$ cat src/rtl/core/spbr_pkg.sv
// shared constants, types and helpers for the range sorting block
package spbr_pkg;

  localparam int MAX_POINTS = 64;
  localparam int COORD_BITS = 16;
  localparam int FIELD_BITS = 16;
  localparam int RANGE_BITS = 32;
  localparam int EXT_W      = (COORD_BITS > FIELD_BITS) ? COORD_BITS : FIELD_BITS;
  localparam int SQ_W       = 2 * COORD_BITS;
  localparam int SUM_W      = SQ_W + 2;
  localparam int CNT_W      = $clog2(MAX_POINTS + 1);

  typedef logic signed [COORD_BITS-1:0] coord_t;

  // one stored point with its sort key
  typedef struct packed {
    logic [RANGE_BITS-1:0] key;
    coord_t                x;
    coord_t                y;
    coord_t                z;
  } entry_t;

  // control that travels with a point through the range pipeline
  typedef struct packed {
    logic ins;
    logic last;
  } pipe_ctl_t;

  // control broadcast to every cell of the chain
  typedef struct packed {
    logic ins;
    logic shift;
  } cell_ctl_t;

  // take the low coordinate bits of a port field, zero-extended
  function automatic coord_t ext_coord(input logic [FIELD_BITS-1:0] v);
    logic [EXT_W-1:0] t;
    t = EXT_W'(v);
    return t[COORD_BITS-1:0];
  endfunction

  // bring a stored coordinate back to port width
  function automatic logic [FIELD_BITS-1:0] out_coord(input coord_t c);
    logic signed [EXT_W-1:0] t;
    t = EXT_W'(c);
    return t[FIELD_BITS-1:0];
  endfunction

endpackage

$ cat src/rtl/core/spbr_range.sv
// two-stage pipeline that computes the squared range of each point
module spbr_range import spbr_pkg::*; (
  input  logic      clk,
  input  logic      rst,
  input  pipe_ctl_t in_ctl,
  input  coord_t    in_x,
  input  coord_t    in_y,
  input  coord_t    in_z,
  output pipe_ctl_t out_ctl,
  output entry_t    out_ent
);

  function automatic logic [SQ_W-1:0] square(input coord_t c);
    logic signed [SQ_W-1:0] w;
    w = SQ_W'(c);
    return unsigned'(w * w);
  endfunction

  pipe_ctl_t        ctl1;
  coord_t           x1, y1, z1;
  logic [SQ_W-1:0]  sq_x, sq_y, sq_z;
  logic [SUM_W-1:0] sum;
  logic [RANGE_BITS-1:0] range_sat;

  // stage one: squares
  always_ff @(posedge clk) begin
    if (rst) begin
      ctl1 <= '0;
    end else begin
      ctl1 <= in_ctl;
    end
    x1   <= in_x;
    y1   <= in_y;
    z1   <= in_z;
    sq_x <= square(in_x);
    sq_y <= square(in_y);
    sq_z <= square(in_z);
  end

  // sum with saturation when the sum outgrows the key
  always_comb begin
    sum = SUM_W'(sq_x) + SUM_W'(sq_y) + SUM_W'(sq_z);
    if (SUM_W > RANGE_BITS && (sum >> RANGE_BITS) != '0) begin
      range_sat = '1;
    end else begin
      range_sat = RANGE_BITS'(sum);
    end
  end

  // stage two: finished entry
  always_ff @(posedge clk) begin
    if (rst) begin
      out_ctl <= '0;
    end else begin
      out_ctl <= ctl1;
    end
    out_ent.key <= range_sat;
    out_ent.x   <= x1;
    out_ent.y   <= y1;
    out_ent.z   <= z1;
  end

endmodule

$ cat config.mk
export PLATFORM = sky130hd
export DESIGN_NAME = spbr_range
export DESIGN_NICKNAME = d
export VERILOG_FILES = /design/src/rtl/core/spbr_pkg.sv /design/src/rtl/core/spbr_range.sv
export SDC_FILE = /design/constraint.sdc
export NUM_CORES = 2
export LEC_CHECK = 0
export BUFFER_PORTS_ARGS = -buffer_cell sky130_fd_sc_hd__buf_2
export CORE_AREA = 8 8 252 254
export CTS_BUF_LIST = sky130_fd_sc_hd__clkbuf_16
export CTS_CLUSTER_SIZE = 28
export DETAILED_ROUTE_END_ITERATION = 8
export DIE_AREA = 0 0 260 262
export GPL_TIMING_DRIVEN = 0
export PLACE_DENSITY = 0.76
export SETUP_SLACK_MARGIN = 0.3
export SKIP_CTS_REPAIR_TIMING = 1
export SLEW_MARGIN = 5
export SYNTH_ARGS = -nofsm -noshare
export SYNTH_HDL_FRONTEND = slang
export SYNTH_SLANG_ARGS = --single-unit
export TNS_END_PERCENT = 1
$ cat constraint.sdc
create_clock -name clk -period 7.6 [get_ports clk]
set_input_delay 0.38 -clock clk [delete_from_list [all_inputs] [get_ports clk]]
set_output_delay 0.38 -clock clk [all_outputs]
set_load 0.005 [all_outputs]
# Yosys cells after proc, flatten, opt, wreduce, memory -nomap -nowiden
# Index checks and enable logic that the tools add are counted.
[totals]
output_inout_bits = 82
ff_bits = 228
[op_classes]
addsub = 2
reduce_logical = 1
multipliers = 3
[op_table]
columns = ["op", "count"]
rows = [
  ["multiplier 16 x 16 -> 32 bit", 3],
  ["adder 33 x 32 -> 34 bit", 1],
  ["nonzero test 34 bit", 1],
  ["adder 32 x 32 -> 33 bit", 1],
]

# Logic depth before layout (Yosys ltp)
[logic_depth]
ltp_word = 3
depth_mapped = 25
depth_no_buf = 23

# Worst setup path before layout
# No wires, ideal clock.
[synth_timing]
path_kind = "input port to flip-flop"
startpoint = "input port in_z[15]"
endpoint = "register sq_z[31]"
arrival_time_ns = 6.056
n_path_buf = 2
stages = 20
setup_slack_ns = 1.482
required_time_ns = 7.538
path_cell_list = "clkbuf_1 inv_1 clkbuf_1 nor2_1 fa_1 fa_1 fa_1 fa_1 fa_1 inv_1 fa_1 inv_1 ha_1 a21o_1 a21o_1 a21oi_1 o211a_1 nor3_1 or3_1 nand3_1"
[synth_via]
elab_chain_cells = 1
[synth_rtl]
columns = ["item", "line_no", "source"]
rows = [
  ["start, declared", "spbr_range.sv:8", "input coord_t in_z,"],
  ["multiplier 16 x 16 -> 32 bit", "spbr_range.sv:16", "return unsigned'(w * w);"],
  ["end signal, assigned", "spbr_range.sv:37", "sq_z <= square(in_z);"],
  ["end, declared", "spbr_range.sv:21", "logic [SQ_W-1:0] sq_x, sq_y, sq_z;"],
]
# No other way between the ends.
# A chain may end at the register's enable or synchronous reset.

# Worst setup path after layout
[layout_timing]
startpoint = "input port in_y[4]"
endpoint = "register sq_y[30]"
[layout_via]
elab_chain_cells = 1
[layout_rtl]
columns = ["item", "line_no", "source"]
rows = [
  ["start, declared", "spbr_range.sv:7", "input coord_t in_y,"],
  ["multiplier 16 x 16 -> 32 bit", "spbr_range.sv:16", ""],
  ["end signal, assigned", "spbr_range.sv:36", "sq_y <= square(in_y);"],
  ["end, declared", "spbr_range.sv:21", ""],
]
# No other way between the ends.

==> out/qor.csv <==
metric;value;unit
status;finished, final reports clean;
numCtsBuffers;27;
yosys_warnings;0;
finClkSkew;15.5;ps
grt_antenna_before_repair;2;
route.vias.total;23748;
wirelength;76.4;mm
setup-violations-final;0;
cts.sinks;222;
placed_area;35800;µm²
cts_tree;built;
syn_inst;3529;
htreeDepth;1;
fmax;144;MHz
viasPerCell;5.26;
hpwlAfterDp;64.7;mm
ys_seq_area_frac;0.130;
seq_area;4440;µm²
critical_path_class;in2reg;
crit_required;8110;ps
routabilityCongestion;0.933;
final_cell_mix;inv_1, fa_1, ha_1, nand2_1, dfxtp_1;
core;59600;µm²
grt_max_degree;14;
ys_seq_elements;222;
crit_fanout;10;
firstDrtPassIters;6;
setup_tns;0;ps
die_h;262;µm
synth_top_cell_by_area;fa_1;
final_hold_viol_count;0;
drv_cap;0;
grt_usage;0.234;
final_common_cell;inv_1;
avgSynthCellArea;9.67;µm²
pin_count;134;
synth.area.top_cells;fa_1, dfxtp_1, ha_1;
design_area;36900;µm²
grt_pass1_wl;128;mm
period_share;0.913;
min_period;6940;ps
finalMaxSlewViolations;0;
overflow;0;
portBuffers;133;
cts_root_buf;clkbuf_16;
initial_core_util;0.573;
end_kind;flip-flop;
avgRoutedWirePerCell;16.9;µm
ys_async_sr_fraction;0;
die_area;68100;µm²
synth_area;34100;µm²
cp-start-kind;input port;
die_x;260;µm
clockBufferDepth;3;
num-fill-cells;4959;
drc;0;
yosysUniqueCellTypes;79;
grt_pass1_vias;25760;
rows;90;
clock_latency;570;ps
drt_iter0_markers;1641;
path_clk_slew;60;ps
synth_edf_count;0;
worstPathArrival;7450;ps
ant_nets;0;
multi_input_area;25700;µm²
nNetsFinal;4803;
slew_headroom;0.519;
hp-class;in2reg;
ys.flop_type;dfxtp_1;
grt_setup_unrepaired;no;
worst_pin_slew;722;ps
synth_top_area_share;0.431;
area_growth;8.23;%
drive_gt1_frac;0.0619;
cell usage after synthesis (7+ instances only):
cell type and n:
o21ai_0 65, inv_1 975, a21boi_0 11, and2_1 122, o21bai_1 22, nand2b_1 22, or3_1 8, o211ai_1 15
dfxtp_1 222, a21oi_1 97, xor2_1 34, a21o_1 49, a31oi_1 10, ha_1 303, nor2_1 126, o211ai_2 7
a211oi_1 20, fa_1 734, xnor2_1 109, o21a_1 7, nor2b_1 14, nand2_1 262, nor3_1 27, nand3_1 51
a31o_2 15, and3_1 17, or2_2 9, clkbuf_1 73
cells by family after synthesis:
family	count (synthesis)	synth area share
other	1	0.000110
DFF	222	0.130
and+or+nand+nor	689	0.0966
buffers and inverters	1061	0.118
xor gates and xnor gates	143	0.0367
muxes	3	0.000880
AOI/OAI and AO/OA	373	0.0756
adders and majority gates	1037	0.542
registers in the layout (all words and copies together), names as in the netlist:
name and cells:
y1 15, sq_z 31, sq_x 31, x1 15, ctl1 2, z1 15
out_ctl 2, out_ent 80, sq_y 31
final timing paths:
check,start,to,slack [ps],cells past startpoint
min reg2reg,y1[13]$_DFF_P_,out_ent[29]$_DFF_P_,320,0
min,rst,out_ctl[0]$_SDFF_PP0_,10,2
max,in_y[4],sq_y[30]$_DFF_P_,660,23
max reg2reg,sq_z[8]$_DFF_P_,out_ent[71]$_SDFF_PP1_,4020,11
through the flow:
stage | util | setup slack (ps) | hold slack [ps] | std cells
2_1_floorplan | - | 1480 | 310 | 3531
3_3_place_gp | 0.600 | 277 | 310 | 4446
3_5_place_dp | 0.600 | 173 | 312 | 4446
4_1_cts | 0.616 | 828 | -121 | 4494
5_1_grt | 0.620 | 379 | 17.1 | 4515
6_report | 0.620 | 665 | 13.2 | 4516
layer usage:
layer	GRT usage	vias up	wire, µm
met3	0.0324	146	5260
met5	0	-	0
li1	-	10960	-
met1	0.315	11901	31900
met2	0.392	741	36800
met4	0.0729	0	2460
area by class of cell:
cell class / count / share of cell area
multi-input cells: 2248 / 0.695
flip-flops and latches: 222 / 0.120
diodes: 1 / 0.0000678
clock inverters: 21 / 0.00725
clock buffers: 27 / 0.0183
well taps: 782 / 0.0265
plain buffers: 85 / 0.00973
repair buffers: 154 / 0.0237
inverters: 976 / 0.0992
worst max-delay path: stages:
cell and delay (ps):
dlygate4sd3_1 520, buf_2 150, clkbuf_1 570, and2_1 290, fa_1 430, inv_1 80
fa_1 440, fa_1 520, inv_1 50, fa_1 480, fa_1 490, inv_1 60
fa_1 490, inv_1 50, ha_1 320, and3_1 200, a221o_1 360, a31oi_1 470
o211ai_1 270, nand4_1 190, a31oi_1 140, or4_1 410, nand3_1 80
Power is not shown: default switching activity piles up to over one toggle a cycle in this logic, so the estimate is an artifact.
