### config.mk
export PLATFORM = sky130hd
export DESIGN_NAME = spbr_cell
export DESIGN_NICKNAME = d
export VERILOG_FILES = /design/src/rtl/core/spbr_pkg.sv /design/src/rtl/core/spbr_cell.sv
export SDC_FILE = /design/constraint.sdc
export NUM_CORES = 1
export LEC_CHECK = 0
export BUFFER_PORTS_ARGS = -buffer_cell sky130_fd_sc_hd__buf_2
export CAP_MARGIN = 30
export CORE_AREA = 2 2 126 128
export DETAILED_ROUTE_END_ITERATION = 7
export DIE_AREA = 0 0 128 130
export GPL_ROUTABILITY_DRIVEN = 0
export SLEW_MARGIN = 15
export SYNTH_ARGS = -nofsm -noshare
export SYNTH_HDL_FRONTEND = slang
export SYNTH_SLANG_ARGS = --single-unit
### constraint.sdc
create_clock -name clk -period 26.8 [get_ports clk]
set_input_delay 6.7 -clock clk [delete_from_list [all_inputs] [get_ports clk]]
set_output_delay 6.7 -clock clk [all_outputs]
set_load 0.02 [all_outputs]
### src/rtl/core/spbr_pkg.sv
// shared constants, types and helpers for the range sorting block
package spbr_pkg;

  localparam int MAX_POINTS = 64;
  localparam int COORD_BITS = 16;
  localparam int FIELD_BITS = 16;
  localparam int RANGE_BITS = 32;
  localparam int EXT_W      = (COORD_BITS > FIELD_BITS) ? COORD_BITS : FIELD_BITS;
  localparam int SQ_W       = 2 * COORD_BITS;
  localparam int SUM_W      = SQ_W + 2;
  localparam int CNT_W      = $clog2(MAX_POINTS + 1);

  typedef logic signed [COORD_BITS-1:0] coord_t;

  // one stored point with its sort key
  typedef struct packed {
    logic [RANGE_BITS-1:0] key;
    coord_t                x;
    coord_t                y;
    coord_t                z;
  } entry_t;

  // control that travels with a point through the range pipeline
  typedef struct packed {
    logic ins;
    logic last;
  } pipe_ctl_t;

  // control broadcast to every cell of the chain
  typedef struct packed {
    logic ins;
    logic shift;
  } cell_ctl_t;

  // take the low coordinate bits of a port field, zero-extended
  function automatic coord_t ext_coord(input logic [FIELD_BITS-1:0] v);
    logic [EXT_W-1:0] t;
    t = EXT_W'(v);
    return t[COORD_BITS-1:0];
  endfunction

  // bring a stored coordinate back to port width
  function automatic logic [FIELD_BITS-1:0] out_coord(input coord_t c);
    logic signed [EXT_W-1:0] t;
    t = EXT_W'(c);
    return t[FIELD_BITS-1:0];
  endfunction

endpackage

### src/rtl/core/spbr_cell.sv
// one cell of the sorting chain: holds an entry, inserts or shifts
module spbr_cell import spbr_pkg::*; (
  input  logic      clk,
  input  logic      rst,
  input  cell_ctl_t ctl,
  input  entry_t    new_ent,
  input  logic      left_take,
  input  logic      left_valid,
  input  entry_t    left_ent,
  input  logic      right_valid,
  input  entry_t    right_ent,
  output logic      take,
  output logic      valid,
  output entry_t    ent
);

  // strict compare keeps equal keys in arrival order
  assign take = !valid || (new_ent.key < ent.key);

  // valid bit
  always_ff @(posedge clk) begin
    if (rst) begin
      valid <= 1'b0;
    end else if (ctl.shift) begin
      valid <= right_valid;
    end else if (ctl.ins && take) begin
      valid <= left_take ? left_valid : 1'b1;
    end
  end

  // payload
  always_ff @(posedge clk) begin
    if (ctl.shift) begin
      ent <= right_ent;
    end else if (ctl.ins && take) begin
      ent <= left_take ? left_ent : new_ent;
    end
  end

endmodule

* Word level (Yosys, flattened, before mapping)
Index checks and enable logic that the tools add are counted.
** Word-level totals
- Output and inout bits :: 82
- Bits of input ports :: 247
- Bits in registers :: 81
** Cells by class
- Magnitude comparators :: 1
- Mux-type cells :: 6
- Reduce and logical (&&, ||, !) cells :: 4
** Operators by type and width (count)
- 2-to-1 mux 80 bit :: 3
- less-than comparator 32 bit :: 1
- 2-to-1 mux 1 bit :: 3
- nonzero test 2 bit :: 1
- logical AND 1 bit :: 1
- logical NOT 1 bit :: 1
- logical OR 1 bit :: 1

* Longest topological paths before layout
Gate-level depths: netlist of the first run.
- Depth after elaboration :: 5
- Gate-level depth with buffers :: 8
- Depth with buffers taken out :: 8

* Least setup slack after synthesis of the first run
No wires, ideal clock.
- Path type :: input to output
- From :: input new_ent[50] in the netlist's numbering
- To :: output take
- Arrival time :: 8401 ps
- Stages :: 7
- Required time :: 20100 ps
- Setup slack :: 11699 ps
- Buffers on the path :: 0
- Path through :: ha_1 > a211o_1 > a31oi_1 > o311a_1 > nor3_1 > o311a_1 > o21ai_0
** On the way
- Longest elaborated chain between the ends :: 2
** RTL lines
- start: declaration :: RTL line spbr_cell.sv:6 : input entry_t new_ent,
- less-than comparator 32 bit :: RTL line spbr_cell.sv:18 : assign take = !valid || (new_ent.key < ent.key);
- logical OR 1 bit :: RTL line spbr_cell.sv:18
- end: declaration :: RTL line spbr_cell.sv:12 : output logic take,
Every way passes these cells.

* Final worst setup path of the first run
Ends and elaborated chain as after synthesis.

==> metrics.md, run 1 <==
| Metric | Value |
|---|---|
| Final Hold Fails | 0 |
| I/O pin cnt | between 300 and 400 |
| Post-detailed-placement half-perimeter wirelength | approximately 11 mm |
| Final setup violation count | 0 |
| Pins Over Slew Limit | 0 |
| Category of the critical setup timing path | in2out |
| Effective utilization at floorplan | between 30% and 40% |
| Sequential cell area | approximately 0.0024 sq mm |
| CP Data Arrival Time | between 8000 and 9000 ps |
| Fmax achieved | approximately 65 MHz |
| Outcome | completed |
| Total Die Area | ~0.017 sq mm |
| Setup repair bufs after CTS | 0 |
| Critical path required time | 20,100 ps |
| Slowest cell on the critical path | sky130_fd_sc_hd__o311a_1 |
| Overall overflow remaining after global route | 0 |
| Average cell area after synthesis | between 10 and 15 sq um |
| Number of antenna diodes | 0 |
| Maximum fanout along the worst path | 3 |
| Multi-input gate area in the final layout | ~0.0022 sq mm |
| Cts hold-fix bufs | 0 |
| Core box area | roughly 0.015 sq mm |
| Synth top area cells | sky130_fd_sc_hd__edfxtp_1 49%, sky130_fd_sc_hd__mux2i_1 17%, sky130_fd_sc_hd__o21ai_0 8.7% |
| Clock Latency Late Sink | approximately 340 ps |
| Switching power | between 0.1 and 0.15 mW |
| Horiz. Die Dim | between 100 and 150 um |
| Number of cells traversed by the worst hold path | 3 |
| Core Rows | 46 |
| Gate count after technology mapping | 466 |
| Number of global-route vias before repair | approximately 4,100 |
| Sum Neg Setup Slack | 0 ps |
| Overall die height | between 100 and 150 um |
| Max transition margin | around 50% |
| Clock buffers created by TritonCTS | 9 |
| Root buffer cell | sky130_fd_sc_hd__clkbuf_16 |
| Remaining DRCs | 0 |
| Antenna violation net count after detailed routing | 0 |
| Leakage power | 3.569 nW |
| Cell area after synthesis | around 0.005 sq mm |
| Number of H-tree levels | 3 |
| Cell-by-cell listing of the critical path | buf_2 > ha_1 > a211o_1 > a31oi_1 > o311a_1 > nor3_1 > o311a_1 > o21ai_0 > buf_2 |
| Routed WL per cell | ~14 um |
| Minimum setup slack in the final design | approximately 12,000 ps |
| Worst slack at placement | 11,510 ps |
| Biggest area consumer among synthesized cells | sky130_fd_sc_hd__edfxtp_1 |
| Largest net degree at the start of global routing | a little over 90 |
| Count of distinct cell types in the synthesized netlist | 26 |
| Count of buffers from port buffering | approximately 330 |
| Fraction of layout instances using a drive strength above 1 | between 40% and 50% |
| Part of the power in combinational logic | a little over a quarter |
| Total wire length | 14.08 mm |
| Final setup skew | ~7.5 ps |
| Overall Global Routing Usage | about 16% |
| Worst-case clock buffer depth | 2 |
| Clock-pin transition on the worst setup and hold timing paths | about 60 ps |
| TritonCTS clock tree | done |
| Type of origin of the critical path | input pin |
| Post-synthesis register bit count | between 80 and 90 |
| Crit path largest cell delay | between 300 and 400 ps |
| Layout Area Growth over Synthesis | 43.06% |
| Switching portion of total power | around 30% |
| Setup repair after global routing missed its margin | false |
| Number of DRC markers in iteration 0 | between 100 and 150 |
| Number of antenna violations at the first check in global routing | 0 |
| Most used cells in the layout excluding fill and tap cells | 326 x sky130_fd_sc_hd__buf_2, 86 x sky130_fd_sc_hd__nand2_1, 84 x sky130_fd_sc_hd__o21ai_0, 81 x sky130_fd_sc_hd__mux2i_1, 80 x sky130_fd_sc_hd__edfxtp_1 |
| Post-Synthesis Net Count | roughly 740 |
| Internal power consumption | between 0.2 and 0.3 mW |
| Most common library cell in the layout ignoring fill and taps | sky130_fd_sc_hd__buf_2 |
| Period Utilization, post-route | a little under three fifths |
| Clk sink count | 81 |
| Power density relative to cell area | about 54 mW/mm^2 |
| CTS resizes | 0 |
| Net count, final | between 1,000 and 1,500 |
| Wire length of the first global-routing pass | between 20 and 25 mm |
| Critical path endpoint category | output pin |
| Total iterations of the first detailed-routing run | 4 |
| Via Count | approximately 4,500 |
| Cell depth of the worst flop-to-flop path | 9 |
| Hold Crit Class | reg2reg |
| Setup slack, reg-to-reg | approximately 24,000 ps |
| Max capacitance violation total | 0 |
| Worst hold slack after final layout | about 630 ps |
| Maximum ir drop on the vdd rail | about 0.025 mV |
| Sequential fraction of the synthesis area | 49.88% |
| Sequential Power Share | between 40% and 50% |
| Fill count | roughly 1,600 |
| Least-Margin Pin Slew | 753.9 ps |
| Final min period | between 15,000 and 20,000 ps |
| DR vias/cell | about 4.6 |
| Count of warnings emitted by yosys | 0 |
| Area share of the leading cell type in the synthesized netlist | roughly 50% |
| Portion of total power attributed to the clock network | ~30% |
[flip-flops by register name (all words and copies together) (netlist names)]
signal	cells
valid	1
ent	80
[area by class of cell]
type	count	area share (%)
clock buffers	10	3.296
well taps	192	3.458
repair buffers	332	24.14
inverters	34	1.837
flip-flops and latches	81	34.87
multi-input cells	324	31.92
clock inverters	5	0.4863
[synth_stat cells]
| library cell | count |
|---|---|
| sky130_fd_sc_hd__nor2_1 | 3 |
| sky130_fd_sc_hd__a21oi_1 | 13 |
| sky130_fd_sc_hd__nor3_1 | 1 |
| sky130_fd_sc_hd__o311a_1 | 3 |
| sky130_fd_sc_hd__nand4_1 | 5 |
| sky130_fd_sc_hd__o31ai_1 | 1 |
| sky130_fd_sc_hd__and4_1 | 1 |
| sky130_fd_sc_hd__a21o_1 | 3 |
| sky130_fd_sc_hd__a221o_1 | 1 |
| sky130_fd_sc_hd__ha_1 | 31 |
| sky130_fd_sc_hd__nand2_1 | 86 |
| sky130_fd_sc_hd__nand3_1 | 4 |
| sky130_fd_sc_hd__a211o_1 | 2 |
| sky130_fd_sc_hd__dfxtp_1 | 1 |
| sky130_fd_sc_hd__or2b_1 | 1 |
| sky130_fd_sc_hd__buf_2 | 1 |
| sky130_fd_sc_hd__buf_1 | 6 |
| sky130_fd_sc_hd__o21ai_0 | 84 |
| sky130_fd_sc_hd__nand2b_1 | 1 |
| sky130_fd_sc_hd__inv_1 | 34 |
| sky130_fd_sc_hd__o22ai_1 | 1 |
| sky130_fd_sc_hd__clkbuf_1 | 20 |
| sky130_fd_sc_hd__nor4_1 | 1 |
| sky130_fd_sc_hd__a31oi_1 | 1 |
| sky130_fd_sc_hd__mux2i_1 | 81 |
| sky130_fd_sc_hd__edfxtp_1 | 80 |
[path summary, 6_finish.rpt]
kind | end | start
worst min-delay path | valid | valid
worst max-delay path | take | new_ent[50]
worst min register to register | valid | valid
worst max register to register | ent[25] | ent[50]
[metal layers]
layer | part of all wire [%] | GRT usage [%]
met1 | 41 | 18.66
met2 | 49 | 28.59
met3 | 7.1 | 4.100
met4 | 2.4 | 7.111
met5 | 0 | 0
[per-stage QoR]
stage,total power [mW],cells,area [sq um],utilization (%)
floorplan,0.2243,466,4856,-
global placement,0.2663,963,6684,43.33
detailed placement,0.2669,963,6684,43.33
CTS,0.3802,978,6947,45.04
global route,0.3959,978,6947,45.04
finish,0.3747,978,6947,45.04
[power groups by stage]
stage               registers (mW)  clock network (mW)  logic [mW]
global route                 0.165               0.121       0.110
floorplan                    0.188                   0      0.0359
global placement             0.166                   0       0.100
CTS                          0.164               0.116       0.101
finish                       0.164               0.112      0.0992
detailed placement           0.166                   0       0.101
[cells by family after synthesis]
logic type | count (synthesis) | share of synthesized area [%]
AOI/OAI and AO/OA | 109 | 12.06
and+or+nand+nor | 103 | 8.632
muxes | 81 | 16.70
DFF | 81 | 49.88
buffers and inverters | 61 | 4.741
adders and majority gates | 31 | 7.988
[critical path, delay by kind of cell]
family,cells,cell delay (ps)
AO/OA/AOI/OAI,5,1210
adder cells (fa/ha/maj),1,300
buffers and inverters,2,300
AND/OR/NAND/NOR,1,70
No activity file was read; power rests on OpenSTA's default activity.
==> run 2: changes to the inputs <==
- CORE_AREA: 2 2 126 128 -> 2 2 128 130
- DIE_AREA: 0 0 128 130 -> 0 0 130 132
- clock period: 26.8 -> 14.8 ns (I/O delays scaled with it)
==> run 2 against run 1 <==
  * Highest routed layer unchanged
  * Cell area up 1.3%
  * Clock-buffer cell count is the same
  * Total power up 91%
  * Setup slack got worse by 6000 ps
==> metrics.md, run 2 (synthesis gave the netlist of run 1 again) <==
| Metric | Value |
|---|---|
| Effective utilization at floorplan | 30.90% (-0.58 points) |
| Period Utilization, post-route | 62.48% |
| DR vias/cell | 4.453 (-3.2%) |
| Final Hold Fails | 0 (unchanged) |
| Total Die Area | 0.01716 sq mm (+3.1%) |
| Maximum ir drop on the vdd rail | 0.06209 mV (+150%) |
| Core box area | 0.01571 sq mm (+1.9%) |
| Number of flip-flops under the largest register name | 80 (unchanged) |
| Pins Over Slew Limit | 0 (unchanged) |
| Maximum fanout along the worst path | 3 (unchanged) |
| Clock Latency Late Sink | 340 ps (about the same) |
| Horiz. Die Dim | 130 um (+1.6%) |
| Switching power | 0.2079 mW (+83%) |
| Antenna violation net count after detailed routing | 0 (unchanged) |
| I/O pin cnt | 329 (unchanged) |
| Number of antenna violations at the first check in global routing | 0 (unchanged) |
| Cts hold-fix bufs | 0 (unchanged) |
| Setup repair bufs after CTS | 0 (unchanged) |
| Clk sink count | 81 (unchanged) |
| Leakage power | 3.594 nW (+0.69%) |
| Largest net degree at the start of global routing | 90 (-3.2%) |
| Critical path required time | 11,100 ps (-9000 ps) |
| Total wire length | 14.28 mm (+1.4%) |
| Total iterations of the first detailed-routing run | 4 (unchanged) |
| Worst-case clock buffer depth | 2 (unchanged) |
| Utilization after layout | 44.78% (-0.26 points) |
| Post-DP Area | 0.006714 sq mm (+0.45%) |
| Power density relative to cell area | 101.8 mW/mm^2 (+89%) |
| Number of placed instances, taps included | 987 (+2.5%) |
| Sum Neg Setup Slack | 0 ps (unchanged) |
| Cell depth of the worst flop-to-flop path | 9 (unchanged) |
| Max transition margin | 47.97% (-1.8 points) |
| Net count, final | 1,060 (unchanged) |
| Final min period | approximately 9000 ps |
| Number of antenna diodes | 0 (unchanged) |
| Internal power consumption | 0.5085 mW (+95%) |
| CTS resizes | 0 (unchanged) |
| Capture point of the worst reg-to-reg path | ent[22] |
| Setup slack, reg-to-reg | 11,870 ps (-11,930 ps) |
| Biggest registers after layout | ent: 80 flops, valid: 1 flops |
| Most used cells in the layout excluding fill and tap cells | 326 x sky130_fd_sc_hd__buf_2, 86 x sky130_fd_sc_hd__nand2_1, 84 x sky130_fd_sc_hd__o21ai_0, 81 x sky130_fd_sc_hd__mux2i_1, 80 x sky130_fd_sc_hd__edfxtp_1 |
| Via Count | 4,466 (-0.76%) |
| Category of the critical setup timing path | in2out |
| Final design instance area without fill | 0.007036 sq mm (+1.3%) |
| Portion of total power attributed to the clock network | 33.6% (+3.7 points) |
| Slowest cell on the critical path | sky130_fd_sc_hd__o311a_1 |
| Overall Global Routing Usage | 16.13% (-0.052 points) |
| Number of global-route vias before repair | 4,366 (+5.3%) |
| Switching portion of total power | 29.02% (-1.3 points) |
| Sequential Power Share | 41.3% (-2.4 points) |
| Type of origin of the critical path | input pin |
| Minimum setup slack in the final design | 5553 ps (-5969 ps) |
| Count of buffers from port buffering | 328 (unchanged) |
| Start point of the worst hold path | valid |
| Endpoint of the worst hold path | valid |
| Number of DRC markers in iteration 0 | 154 (+28%) |
| Cell-by-cell listing of the critical path | buf_2 > ha_1 > a211o_1 > a31oi_1 > o311a_1 > nor3_1 > o311a_1 > o21ai_0 > buf_2 |
| Overall overflow remaining after global route | 0 (unchanged) |
| Setup repair after global routing missed its margin | false |
| Crit path largest cell delay | 370 ps (about the same) |
| Top reg by flops | ent |
| Layout Area Growth over Synthesis | 44.89% |
| Max capacitance violation total | 0 (unchanged) |
| Number of H-tree levels | 3 (unchanged) |
| Final setup violation count | 0 (unchanged) |
| Post-detailed-placement half-perimeter wirelength | 11.29 mm (+0.96%) |
| Overall die height | 132 um (+1.5%) |
| CP Data Arrival Time | 5550 ps (-3030 ps) |
| TritonCTS clock tree | done |
| Fmax achieved | 108.1 MHz |
| Hold Crit Class | reg2reg |
| Critical path endpoint category | output pin |
| Core Rows | 46 (unchanged) |
| Fraction of layout instances using a drive strength above 1 | 44.22% (+0.071 points) |
| Clock buffers created by TritonCTS | 9 (unchanged) |
| Worst slack at placement | 5535 ps (-5973 ps) |
| Most common library cell in the layout ignoring fill and taps | sky130_fd_sc_hd__buf_2 |
| Wire length of the first global-routing pass | 21.45 mm (+4.1%) |
| Part of the power in combinational logic | 25.1% (-1.4 points) |
| Clock-pin transition on the worst setup and hold timing paths | 60 ps (about the same) |
| R2R Path Start | ent[50] |
| Routed WL per cell | 14.23 um (-1.1%) |
| Least-Margin Pin Slew | 780.4 ps (+26.49 ps) |
| Root buffer cell | sky130_fd_sc_hd__clkbuf_16 |
| Non-filler cells in the finished layout | 1,003 (+2.6%) |
| Remaining DRCs | 0 (unchanged) |
| Final setup skew | 6.653 ps (-0.8806 ps) |
| Number of cells traversed by the worst hold path | 3 (unchanged) |
| Outcome | completed |
-- run 2: cell count changes in the layout (fill, tap and decap cells not counted) --
| cell | delta |
|---|---|
| sky130_fd_sc_hd__bufinv_16 | +2 |
| sky130_fd_sc_hd__clkinv_2 | -2 |
| sky130_fd_sc_hd__clkinv_4 | +1 |
-- run 2: how the worst max path moves through the flow --
| stage | from | to | slack (ps) | cells past startpoint |
|---|---|---|---|---|
| 4_1_cts | new_ent[50] | take | 5530 | 9 |
| 6_report | new_ent[50] | take | 5550 | 9 |
| 5_1_grt | new_ent[79] | take | 5460 | 7 |
| 3_5_place_dp | new_ent[50] | take | 5530 | 9 |
| 3_3_place_gp | new_ent[50] | take | 5550 | 9 |
| 2_1_floorplan | new_ent[50] | ent[0] | 3340 | 7 |
-- run 2: through the flow --
stage | hold WS, ps | power [mW]
after floorplan | 684.1 | 0.4061
after global placement | 614.5 | 0.4818
after detailed placement | 624.1 | 0.4839
after CTS | 634.6 | 0.7258
after global routing | 662.9 | 0.7534
final | 636.3 | 0.7164
-- run 2: power groups by stage --
stage	Sequential, mW	Combinational (mW)	Clock (mW)
6_report	0.296	0.180	0.240
5_1_grt	0.299	0.199	0.255
4_1_cts	0.297	0.183	0.246
3_5_place_dp	0.301	0.183	0
3_3_place_gp	0.300	0.182	0
2_1_floorplan	0.341	0.0650	0
-- run 2: final cells by class --
type / count / area [sq um]
clock buffers: 10 / 229.0
repair buffers: 332 / 1677
flip-flops and latches: 81 / 2422
multi-input cells: 324 / 2217
well taps: 216 / 270.3
inverters: 34 / 127.6
fillers: 1574 / 8677
clock inverters: 6 / 92.59
-- run 2: critical path, delay by kind of cell --
| kind | cells | cell delay (ps) |
|---|---|---|
| buf+inv | 2 | 290 |
| compound gates | 5 | 1190 |
| simple gates | 1 | 60 |
| fa+ha+maj | 1 | 300 |
-- run 2: routing by layer --
layer	GRT usage [%]	vias up	share of wire [%]
met2	29.23	191	50
li1	-	2315	-
met3	4.099	18	7.5
met1	17.88	1942	40
met5	0	-	0
met4	6.153	0	2.2
